<file path="config.mk">
export PLATFORM = sky130hd
export DESIGN_NAME = tcbpa_free_decode
export DESIGN_NICKNAME = d
export VERILOG_FILES = /design/src/design/tcbpa_pkg.sv /design/src/design/tcbpa_free_decode.sv
export SDC_FILE = /design/constraint.sdc
export NUM_CORES = 1
export LEC_CHECK = 0
export BUFFER_PORTS_ARGS = -buffer_cell sky130_fd_sc_hd__buf_2
export CAP_MARGIN = 40
export CELL_PAD_IN_SITES_DETAIL_PLACEMENT = 2
export CELL_PAD_IN_SITES_GLOBAL_PLACEMENT = 2
export CORE_MARGIN = 5
export CORE_UTILIZATION = 28
export DETAILED_ROUTE_END_ITERATION = 10
export PLACE_DENSITY = 0.93
export REMOVE_ABC_BUFFERS = 1
export SYNTH_ARGS = -nofsm -noshare
export SYNTH_HDL_FRONTEND = slang
export SYNTH_SLANG_ARGS = --single-unit
export TNS_END_PERCENT = 100
</file>
<file path="constraint.sdc">
create_clock -name vclk -period 3.6
set_clock_uncertainty 0.15 [all_clocks]
set_input_delay 0.36 -clock vclk [all_inputs]
set_output_delay 0.36 -clock vclk [all_outputs]
set_load 0.02 [all_outputs]
</file>
<file path="src/design/tcbpa_pkg.sv">
// Shared types and constants for the two-class block pool allocator.
package tcbpa_pkg;

	// Default number of blocks in each pool.
	localparam int unsigned BLOCKS_PER_POOL_DEF = 256;

	// Block geometry of the two pools.
	localparam int unsigned SMALL_BYTES = 16;
	localparam int unsigned LARGE_BYTES = 64;
	localparam int unsigned SMALL_SHIFT = 4;
	localparam int unsigned LARGE_SHIFT = 6;

	// Command codes.
	localparam logic CMD_ALLOC = 1'b0;
	localparam logic CMD_FREE  = 1'b1;

	// Pool class codes.
	localparam logic CLS_SMALL = 1'b0;
	localparam logic CLS_LARGE = 1'b1;

	// Configuration register indexes.
	localparam logic REG_SMALL_BASE = 1'b0;
	localparam logic REG_LARGE_BASE = 1'b1;

	// Result status codes.
	localparam logic [2:0] STS_ALLOCATED   = 3'd0;
	localparam logic [2:0] STS_BAD_SIZE    = 3'd1;
	localparam logic [2:0] STS_EMPTY       = 3'd2;
	localparam logic [2:0] STS_FREED       = 3'd3;
	localparam logic [2:0] STS_NOT_IN_POOL = 3'd4;
	localparam logic [2:0] STS_NULL        = 3'd5;

	// Controller states.
	typedef enum logic [1:0] {
		ST_CLEAR,
		ST_IDLE,
		ST_WORK
	} state_t;

	// Outcome of the free address decode.
	typedef struct packed {
		logic hit;
		logic cls;
	} free_sel_t;

endpackage

</file>
<file path="src/design/tcbpa_free_decode.sv">
// Maps a freed address to its pool and block index.
module tcbpa_free_decode #(
	parameter int unsigned BLOCKS_PER_POOL = tcbpa_pkg::BLOCKS_PER_POOL_DEF
) (
	input  logic [31:0]                          addr,
	input  logic [31:0]                          small_base,
	input  logic [32:0]                          small_last,
	input  logic [31:0]                          large_base,
	input  logic [32:0]                          large_last,
	output tcbpa_pkg::free_sel_t                 sel,
	output logic [$clog2(BLOCKS_PER_POOL)-1:0]   idx
);
	import tcbpa_pkg::*;

	localparam int unsigned AW = $clog2(BLOCKS_PER_POOL);

	logic        in_small;
	logic        in_large;
	logic [31:0] off_small;
	logic [31:0] off_large;
	logic [31:0] idx_small;
	logic [31:0] idx_large;

	// Ranges are compared on 33 bits so that a pool running past the top
	// of the address space does not wrap.
	assign in_small  = (addr >= small_base) && ({1'b0, addr} <= small_last);
	assign in_large  = (addr >= large_base) && ({1'b0, addr} <= large_last);
	assign off_small = addr - small_base;
	assign off_large = addr - large_base;
	assign idx_small = off_small >> SMALL_SHIFT;
	assign idx_large = off_large >> LARGE_SHIFT;

	always_comb begin
		sel.hit = 1'b0;
		sel.cls = CLS_SMALL;
		idx     = idx_small[AW-1:0];
		if (in_small) begin
			sel.hit = (idx_small < 32'(BLOCKS_PER_POOL));
		end else if (in_large) begin
			sel.hit = (idx_large < 32'(BLOCKS_PER_POOL));
			sel.cls = CLS_LARGE;
			idx     = idx_large[AW-1:0];
		end
	end

endmodule

</file>
==> results of run 1 <==
## per-layer routing
layer	overflow	GRT usage, %
met1	0	68.9
met2	62	90.4
met3	1	47.4
met4	39	74.5
met5	0	9.55
## metrics by stage
stage	hold WS, ns	worst slack, ns	cell area [sq um]
after floorplan	1.00	-0.249	5420
after global placement	1.33	-0.347	8310
after detailed placement	1.40	-0.579	8310
after CTS	1.37	-0.167	9770
## kinds of logic after synthesis
family	count (synthesis)
AO/OA/AOI/OAI	259
AND/OR/NAND/NOR	246
buffers and inverters	162
adder cells (fa/ha/maj)	128
XOR/XNOR	38
multiplexers	4
## timing repair
action,4_1_cts
setup buffers,31
endpoints found under the setup margin,10
resized for setup,244
gates cloned,1
hold buffers,0
hold endpoints to repair,0
pin swaps,62
==> results_dict.tcl, run 1 <==
set metrics [dict create \
    status "did not finish" \
    haltStage "5_1_grt" \
    error "[ERROR GRT-0232] Routing congestion too high. Check the congestion heatmap in the GUI." \
    io_pins 172 \
    endpoint_type "top-level output" \
    synthAdderAreaFrac_pct 29.1 \
    synth_warnings 0 \
    ys_types 72 \
    start_util_pct 28.4 \
    io_buffers 172 \
    ys_seq_area_share_pct 0 \
    syn_area_per_cell_sq_um 6.58 \
    rows 51 \
    synth_top_family_by_area "compound AO/OA/AOI/OAI gates" \
    antenna_found_initial 5 \
    grt_max_degree 13 \
    grt.total_usage_pct 69.6 \
    yosys.area_share.simple_pct 22.4 \
    gp_congestion 0.951 \
    overflow 102 \
    netlist.area_leader.share_pct 29.1 \
    synthMuxAreaShare_pct 0.750 \
    dpl.cell_count 1475 \
    yosysMostFrequentCell "inv_1" \
    dp_hpwl_mm 31.7 \
    synth_xor_area_share_pct 6.05 \
    synth_area_leaders "ha_1 (29%), inv_1 (9.6%), a21oi_1 (7.8%)" \
    synth_largest_area_cell "ha_1" \
    grt_repair_worst_endpoint "sel[1]" \
    syn_area_sq_um 5500 \
    syn_inst 837 \
    fp.dieH_microns 150 \
    synthTopCellsByCount "inv_1 (141), ha_1 (128), a21oi_1 (86)" \
    synth_compound_area_share_pct 30.6 \
    die_x_microns 150 \
]
==> run 2: changes to the inputs <==
--- a/config.mk
+++ b/config.mk
@@ -7,12 +7,10 @@
 export LEC_CHECK = 0
 export BUFFER_PORTS_ARGS = -buffer_cell sky130_fd_sc_hd__buf_2
 export CAP_MARGIN = 40
-export CELL_PAD_IN_SITES_DETAIL_PLACEMENT = 2
-export CELL_PAD_IN_SITES_GLOBAL_PLACEMENT = 2
 export CORE_MARGIN = 5
-export CORE_UTILIZATION = 28
+export CORE_UTILIZATION = 40
 export DETAILED_ROUTE_END_ITERATION = 10
-export PLACE_DENSITY = 0.93
+export PLACE_DENSITY_LB_ADDON = 0.15
 export REMOVE_ABC_BUFFERS = 1
 export SYNTH_ARGS = -nofsm -noshare
 export SYNTH_HDL_FRONTEND = slang
==> results_dict.tcl, run 2 <==
set metrics [dict create \
    status "finished, violations left" \
    violations "negative setup slack" \
    worstSetupPathType "input pin to primary output" \
    cts_hold_buffers 0 \
    core-area_sq_um 13300 \
    drcViolationCount 0 \
    hold_violations 0 \
    start_util_pct 41.2 \
    fp.dieH_microns 127 \
    hp-class "input pin to primary output" \
    synthTopCellsByCount "inv_1 (141), ha_1 (128), a21oi_1 (86)" \
    synthMuxAreaShare_pct 0.750 \
    nFlopsAndLatches 0 \
    seq_area_sq_um 0 \
    fin_crit_ns 3.77 \
    syn_inst 837 \
    synth_area_leaders "ha_1 (29%), inv_1 (9.6%), a21oi_1 (7.8%)" \
    finalSetupViolations 8 \
    setup_slack_ns -0.168 \
    worst-path-max-fanout 6 \
    overflow 0 \
    syn_area_sq_um 5500 \
    io_pins 172 \
    netlist.area_leader.share_pct 29.1 \
    p_leak_uw 0.00477 \
    maxCapViolations 0 \
    grt_max_degree 13 \
    io_buffers 172 \
    synth_warnings 0 \
    startpoint_type "input pin" \
    gp_congestion 0.956 \
    fin_area_sq_um 9070 \
    via_count 7628 \
    fin_nets 1505 \
    synthAdderAreaFrac_pct 29.1 \
    clkbuf_count 0 \
    tightest_slew_ns 0.522 \
    antenna_found_initial 3 \
    drive_gt1_share_pct 41.4 \
    synth_xor_area_share_pct 6.05 \
    first_pass_iters 5 \
    cp.depth 12 \
    critical_path.top_delay_family "simple AND/OR/NAND/NOR gates" \
    path_cells "buf_2, ha_1, nand4_1, or4_1, or4_4, or3_1, a21oi_2, o211a_4, a211oi_4, buf_6, o41ai_4, buf_4" \
    yosys.area_share.simple_pct 22.4 \
    ant_nets 0 \
    max_stage_delay_ns 0.44 \
    ys_seq_area_share_pct 0 \
    crit_start "addr[9]" \
    nFillCells 1193 \
    synth_top_family_by_area "compound AO/OA/AOI/OAI gates" \
    drt_iter0_drc 484 \
    die_area_sq_um 16200 \
    slew_headroom_pct 64.9 \
    fmax_mhz 265 \
    arrival_ns 3.26 \
    syn_to_final_growth_pct 64.8 \
    dp_hpwl_mm 19.9 \
    critPathRequiredTime_ns 3.09 \
    wl_per_cell_microns 17.1 \
    place_area_sq_um 8070 \
    irDropWorstVdd_mv 0.0863 \
    p_per_area_nw_per_um2 179 \
    final_cell_mix "buf_4 (224), buf_2 (142), inv_1 (130), ha_1 (97), a21oi_1 (71)" \
    syn_area_per_cell_sq_um 6.58 \
    vias_per_cell 5.48 \
    die_x_microns 127 \
    critPathSlowestCell "or4_1" \
    cp-end-kind "primary output" \
    slew_viol_final 0 \
    routed_wirelength_mm 23.8 \
    grt.total_usage_pct 26.7 \
    synth_compound_area_share_pct 30.6 \
    place_ws_ns -0.355 \
    rsz0062_at_grt "true" \
    rows 42 \
    layout_commonest_cell "buf_4" \
    endpoint "idx[2]" \
    crit_buf_inv 3 \
    grt_pass1_vias 7328 \
    ys_types 72 \
    min_period_over_period_pct 105 \
    hp-start "small_base[31]" \
    synth_largest_area_cell "ha_1" \
    grt_pass1_wl_mm 35.3 \
    yosysMostFrequentCell "inv_1" \
]
run 2: cell type report:
cell class                 count  area, sq um  area share [%]
tap                          176          220            2.43
multi-input combinational    675         5540            61.1
inverter                     141          538            5.93
antenna                        3         7.51          0.0827
timing repair buffer         397         2770            30.5
run 2: timing repair:
item | CTS | global route
gates resized for setup | 113 | 68
pin swaps | 16 | 29
hold endpoints to repair | 0 | 0
cloned | 1 | 0
endpoints found under the setup margin | 10 | 10
setup buffers | 7 | 9
run 2: report_power, final:
group          switching [uW]  leakage [uW]  internal, uW
Clock                       0  0.0000000190      0.000111
Combinational             814       0.00477           808
Sequential                  0             0             0
Total                     814       0.00477           808
run 2: metal layers:
metal	up-vias	global-route usage, %	part of all wire, %
met3	66	1.42	4.9
met2	264	47.4	49
met5	-	0	0
met4	0	7.63	3.6
li1	3776	-	-
met1	3522	34.8	43
run 2: kinds of logic after synthesis:
group | Yosys count
adder cells (fa/ha/maj) | 128
buffers and inverters | 162
AND/OR/NAND/NOR | 246
multiplexers | 4
AO/OA/AOI/OAI | 259
XOR/XNOR | 38
run 2: worst min path at each step:
stage	slack, ns	cells past startpoint	end
6_report	1.32	6	sel[1]
3_3_place_gp	1.31	6	sel[1]
3_5_place_dp	1.32	6	sel[1]
4_1_cts	1.30	6	sel[1]
5_1_grt	1.37	6	sel[1]
2_1_floorplan	1.00	3	idx[3]
run 2: stage by stage:
step / hold slack, ns / power [uW] / TNS (ns) / utilization (%) / instances
final: 1.32 / 1620 / -0.522 / 68.0 / 1392
after global routing: 1.37 / 1760 / -0.971 / 68.0 / 1392
after CTS: 1.30 / 1500 / -1.05 / 65.1 / 1381
after detailed placement: 1.32 / 1350 / -2.15 / 60.5 / 1373
after global placement: 1.31 / 1350 / -1.88 / 60.5 / 1373
after floorplan: 1.00 / 734 / -0.307 / - / 816
No activity file was read; power rests on OpenSTA's default activity.
