--- src/design/tcbpa_pkg.sv ---
// Shared types and constants for the two-class block pool allocator.
package tcbpa_pkg;

	// Default number of blocks in each pool.
	localparam int unsigned BLOCKS_PER_POOL_DEF = 256;

	// Block geometry of the two pools.
	localparam int unsigned SMALL_BYTES = 16;
	localparam int unsigned LARGE_BYTES = 64;
	localparam int unsigned SMALL_SHIFT = 4;
	localparam int unsigned LARGE_SHIFT = 6;

	// Command codes.
	localparam logic CMD_ALLOC = 1'b0;
	localparam logic CMD_FREE  = 1'b1;

	// Pool class codes.
	localparam logic CLS_SMALL = 1'b0;
	localparam logic CLS_LARGE = 1'b1;

	// Configuration register indexes.
	localparam logic REG_SMALL_BASE = 1'b0;
	localparam logic REG_LARGE_BASE = 1'b1;

	// Result status codes.
	localparam logic [2:0] STS_ALLOCATED   = 3'd0;
	localparam logic [2:0] STS_BAD_SIZE    = 3'd1;
	localparam logic [2:0] STS_EMPTY       = 3'd2;
	localparam logic [2:0] STS_FREED       = 3'd3;
	localparam logic [2:0] STS_NOT_IN_POOL = 3'd4;
	localparam logic [2:0] STS_NULL        = 3'd5;

	// Controller states.
	typedef enum logic [1:0] {
		ST_CLEAR,
		ST_IDLE,
		ST_WORK
	} state_t;

	// Outcome of the free address decode.
	typedef struct packed {
		logic hit;
		logic cls;
	} free_sel_t;

endpackage

--- src/design/tcbpa_next_mem.sv ---
// Next-index memory of one pool, one port, synchronous read.
module tcbpa_next_mem #(
	parameter int unsigned DEPTH = tcbpa_pkg::BLOCKS_PER_POOL_DEF
) (
	input  logic                         clk,
	input  logic                         en,
	input  logic                         we,
	input  logic [$clog2(DEPTH)-1:0]     addr,
	input  logic [$clog2(DEPTH+1)-1:0]   wdata,
	output logic [$clog2(DEPTH+1)-1:0]   rdata
);
	localparam int unsigned DW = $clog2(DEPTH + 1);

	logic [DW-1:0] mem_q [DEPTH];
	logic [DW-1:0] rdata_q;

	always_ff @(posedge clk) begin
		if (en) begin
			if (we) begin
				mem_q[addr] <= wdata;
			end else begin
				rdata_q <= mem_q[addr];
			end
		end
	end

	assign rdata = rdata_q;

endmodule

--- config.mk ---
export PLATFORM = sky130hd
export DESIGN_NAME = tcbpa_next_mem
export DESIGN_NICKNAME = d
export VERILOG_FILES = /design/src/design/tcbpa_pkg.sv /design/src/design/tcbpa_next_mem.sv
export SDC_FILE = /design/constraint.sdc
export NUM_CORES = 2
export LEC_CHECK = 0
export ABC_AREA = 1
export CORE_MARGIN = 2
export CORE_UTILIZATION = 55
export DETAILED_ROUTE_END_ITERATION = 7
export DONT_BUFFER_PORTS = 1
export PLACE_DENSITY = 0.7
export RECOVER_POWER = 25
export SETUP_SLACK_MARGIN = 0.15
export SYNTH_ARGS = -nofsm -noshare
export SYNTH_HDL_FRONTEND = slang
export SYNTH_SLANG_ARGS = --single-unit
--- constraint.sdc ---
create_clock -name clk -period 3.73 [get_ports clk]
set_clock_uncertainty 0.1 [all_clocks]
set_input_delay 0.746 -clock clk [delete_from_list [all_inputs] [get_ports clk]]
set_output_delay 0.746 -clock clk [all_outputs]
set_load 0.005 [all_outputs]
======== Word level (Yosys, flattened, before mapping) ========
Memory sizes are Yosys's and may differ from the RTL's. A register that Yosys moved wholly into a read port is not among the register bits.
Index checks and enable logic that the tools add are counted.
word-level totals
  register bits ........................... 0
  RAM bits ................................ 2304
  input bits .............................. 20
  output and inout bits ................... 9
  logic and storage cells ................. 6
  memories kept ........................... 1
memories
  name   words  width  rd ports  clocked after memory_dff  wr ports  line                  RTL
  mem_q  256    9      1         1                         1         tcbpa_next_mem.sv:14  logic [DW-1:0] mem_q [DEPTH];
operators by class
  muxes and demuxes ....................... 3
  bitwise logic cells ..................... 1
  reductions and logical operators ........ 1
operators with widths
  operator             number
  2-to-1 mux 1 bit     3
  AND reduction 2 bit  1
  inverter 1 bit       1

======== Logic depth before layout (Yosys ltp) ========
  depth after elaboration ................. 3
  depth in mapped cells ................... 17
  depth with buffers taken out ............ 13

======== Least setup slack after synthesis ========
OpenSTA, ideal clock, no wires.
  kind .................................... input port to flip-flop
  start point ............................. input addr[1]
  end point ............................... memory mem_q[112][0] (netlist name), enable pin
  setup time .............................. 0.374 ns
  arrival time ............................ 2.361 ns
  required time ........................... 3.256 ns
  path slack .............................. 0.894 ns
  stages .................................. 7
  buffers on the path ..................... 4
  path through ............................ buf_2 > inv_2 > buf_2 > buf_1 > nand4_1 > clkbuf_1 > nor2_1
RTL lines
  item             line                  RTL
  start, declared  tcbpa_next_mem.sv:8   input logic [$clog2(DEPTH)-1:0] addr,
  end, declared    tcbpa_next_mem.sv:14
No word-level cell before the write port.

==> impl_results.md <==
- Number of unique standard cell types used by synthesis: 16
- Clock transition at the registers of the reported paths: 0.06 ns
- Total Wirelength: 251600 um
- Number of nets in the finished design: 8942
- Slew at the pin closest to its max-slew limit: 3.344 ns
- Synth Net Count: 8755
- Number of filler instances in the final layout: 13146
- Static Leak: 41.81 nW
- Power, Total: 52.34 mW
- Latest clock arrival within the worst-skew pair: 0.86 ns
- Ratio of cells with drive above 1 in the final layout: 0.08523
- Starting density of the core: 0.5541
- Area Growth Syn to Fin: 12.38%
- Area of the mapped netlist: 0.09516 sq mm
- First-pass DRT Iterations: 6
- Launch point of the worst hold path: wdata[6]
- Total DRC errors in the routed layout: 0
- Max Buffers Root-to-Sink: 3
- Total clock sinks: 2313
- Maximum operating frequency: 237.9 MHz
- Final global-route overflow total: 0
- Number of rows created at floorplan: 152
- Sw frac: 0.2149
- Most common cell after layout, fill and taps aside: sky130_fd_sc_hd__nand2_1
- Final cycle utilization of the critical path: 1.127
- Total CTS buffers: 222
- Worst-case reg-to-reg path depth: 12
- Number of max-capacitance violations reported: 5
- Final Wtd Congestion: 0.8892
- Avg Inst Size Synth: 10.89 sq um
- Worst reg-to-reg setup slack: 1.04 ns
- Shortest clock period the worst path allows after layout: 4.204 ns
- Endpoint of the worst register-to-register path: rdata[5]$_DFFE_PP_
- Total global routing track utilization: 0.2859
- Initial antenna violation count: 6
- Area post-placement: 0.09997 sq mm
- Worst slack on hold paths: 0.1071 ns
- Internal Dissipation: 41.10 mW
- Fraction of post-synthesis cell area in the top cell type by area: 0.7299
- Yosys warnings: 0
- Type of element launching the critical path: input pin
- Setup repair after global routing missed its margin: false
- RR Startpoint: mem_q[119][5]$_DFFE_PP_
- Endpoint of the worst hold path: mem_q[198][6]$_DFFE_PP_
- Pins Over Slew Limit: 1140
- Pre-CTS setup slack: -0.2160 ns
- Setup ws final: -0.4738 ns
- Core region area: 0.1717 sq mm
- DIE AREA: 0.1764 sq mm
- Die span in y: 419.9 um
- Part of the power in the clock network: 0.406
- Pwr per Cell Area: 489.5 mW/mm^2
- Clock tree from TritonCTS: done
- Violated checks: capacitance limit, slew limit, setup timing
- Combinational Power Share: 0.047
- Number of cells on the worst hold path: 0
- Boundary Pins: 29
- Number of global-route vias before repair: 62009
- Number of H-tree levels: 4
- Leading area contributor after synthesis: sky130_fd_sc_hd__edfxtp_1
- Remaining antenna violation count: 0
- Cells after synthesis: 8735
- Iter 0 DRT Violations: 8201
- Worst-path fanout max: 1162
- Critical path arrival: 4.68 ns
- Via Count: 64489
- Switching power: 11.25 mW
- Outcome: complete, but fails checks
- First-pass GRT wire length: 378000 um
- Sequential-to-total area share from yosys stat: 0.7299
- Data required time of the critical path: 4.21 ns
- Start-to-end type of the worst setup path: input pin to register
- Fin. Hold Viols: 0
- Antenna Diode Count: 0
- Top library cells by usage in the layout, fill and taps aside: 4603 x sky130_fd_sc_hd__nand2_1, 2313 x sky130_fd_sc_hd__edfxtp_1, 630 x sky130_fd_sc_hd__nand3_1
- Max transition margin: -1.230
- Non-Filler Cell Area, Final: 0.1069 sq mm
- Setup violators final: 34
- Kind of end point of the critical path: register
- Classification of the worst-slack hold path: input pin to register
- Post-detailed-placement half-perimeter wirelength: 132700 um
- Quantity of I/O buffers inserted on ports: 0
- Die Span X: 419.9 um
- Average routed wire per standard cell: 22.02 um
- Post-DR vias/cell: 5.644
- Main area contributors after synthesis: sky130_fd_sc_hd__edfxtp_1 73%, sky130_fd_sc_hd__nand2_1 18%, sky130_fd_sc_hd__nand3_1 3.3%
- Proportion of power drawn by flip-flops and latches: 0.548
- Pin count of the biggest net entering global routing: 1163
- Root Buffer: sky130_fd_sc_hd__clkbuf_16
- Maximum resistive drop on vdd: 0.4346 mV
- Number of register bits inferred by synthesis: 2313
[power groups by stage]
stage / Clock, mW / Sequential [mW] / Combinational [mW]
after floorplan: 0 / 29.2 / 1.63
after global placement: 0 / 29.2 / 2.19
after detailed placement: 0 / 29.2 / 2.21
after CTS: 21.4 / 28.6 / 2.38
after global routing: 22.4 / 28.6 / 2.63
final: 21.2 / 28.7 / 2.44
[critical path, stage by stage]
cell                      delay (ns)
sky130_fd_sc_hd__nand3_1        0.89
sky130_fd_sc_hd__nand4_1        0.16
sky130_fd_sc_hd__nand2_1        0.13
sky130_fd_sc_hd__nand2_1        0.06
sky130_fd_sc_hd__o21ai_1        0.11
sky130_fd_sc_hd__nand2_1        0.08
sky130_fd_sc_hd__nor2_1         0.14
sky130_fd_sc_hd__nor2_1         0.08
sky130_fd_sc_hd__nor2_1         0.56
sky130_fd_sc_hd__nand2_1        0.14
[registers in the layout, summed over array words and instances (netlist names)]
register,flops
mem_q,2304
rdata,9
[kinds of logic after synthesis]
| logic type | Yosys count | share of synthesized area |
|---|---|---|
| buf+inv | 530 | 0.02330 |
| flops | 2313 | 0.7299 |
| simple gates | 5748 | 0.2392 |
| compound gates | 144 | 0.007574 |
[cell type report]
type	instances	area, sq um	share of cell area
inverters	15	81.33	0.0007605
clock buffers	284	5831	0.05452
well taps	2310	2890	0.02703
flip-flops and latches	2313	69460	0.6495
clock inverters	134	962.2	0.008998
multi-input cells	5892	23550	0.2202
repair buffers	478	4169	0.03899
[how the worst max path moves through the flow]
stage            start                 endpoint  slack [ns]
6_report       addr[0]       rdata[8]$_DFFE_PP_       -0.47
3_3_place_gp   addr[0]       rdata[1]$_DFFE_PP_       -0.14
3_5_place_dp   addr[1]       rdata[1]$_DFFE_PP_       -0.22
5_1_grt        addr[0]       rdata[1]$_DFFE_PP_        0.15
2_1_floorplan  addr[1]  mem_q[112][0]$_DFFE_PP_        0.89
4_1_cts        addr[1]       rdata[1]$_DFFE_PP_        0.72
[cell usage after synthesis]
library cell and instances:
sky130_fd_sc_hd__edfxtp_1 2313, sky130_fd_sc_hd__clkinv_1 2, sky130_fd_sc_hd__nor2_2 1, sky130_fd_sc_hd__nor2_1 354, sky130_fd_sc_hd__buf_6 1, sky130_fd_sc_hd__nand2_1 4603
sky130_fd_sc_hd__o21ai_0 1, sky130_fd_sc_hd__buf_1 47, sky130_fd_sc_hd__clkbuf_1 293, sky130_fd_sc_hd__inv_2 2, sky130_fd_sc_hd__buf_2 173, sky130_fd_sc_hd__buf_4 1
sky130_fd_sc_hd__nand4_1 156, sky130_fd_sc_hd__nand3_1 634, sky130_fd_sc_hd__o21ai_1 143, sky130_fd_sc_hd__inv_1 11
[timing repair]
action                     4_1_cts  5_1_grt
setup buffers                    0        0
resized for setup                0        0
hold buffers                    15        1
hold endpoints to repair       396       26
setup endpoints to repair        0        0
[metal layers]
metal | vias to the layer above | track usage | part of all wire
met5 | - | 0 | 0
met4 | 0 | 0.1186 | 0.042
met3 | 497 | 0.04596 | 0.095
met2 | 3176 | 0.4525 | 0.47
met1 | 31029 | 0.3972 | 0.40
li1 | 29787 | - | -
[through the flow]
step | TNS, ns | instances | utilization
after floorplan | 0 | 8735 | -
after global placement | -0.3504 | 10992 | 0.5821
after detailed placement | -0.5176 | 10992 | 0.5821
after CTS | 0 | 11425 | 0.6232
after global routing | 0 | 11426 | 0.6227
final | -4.943 | 11426 | 0.6227
Power figures use the tool's default switching activity.
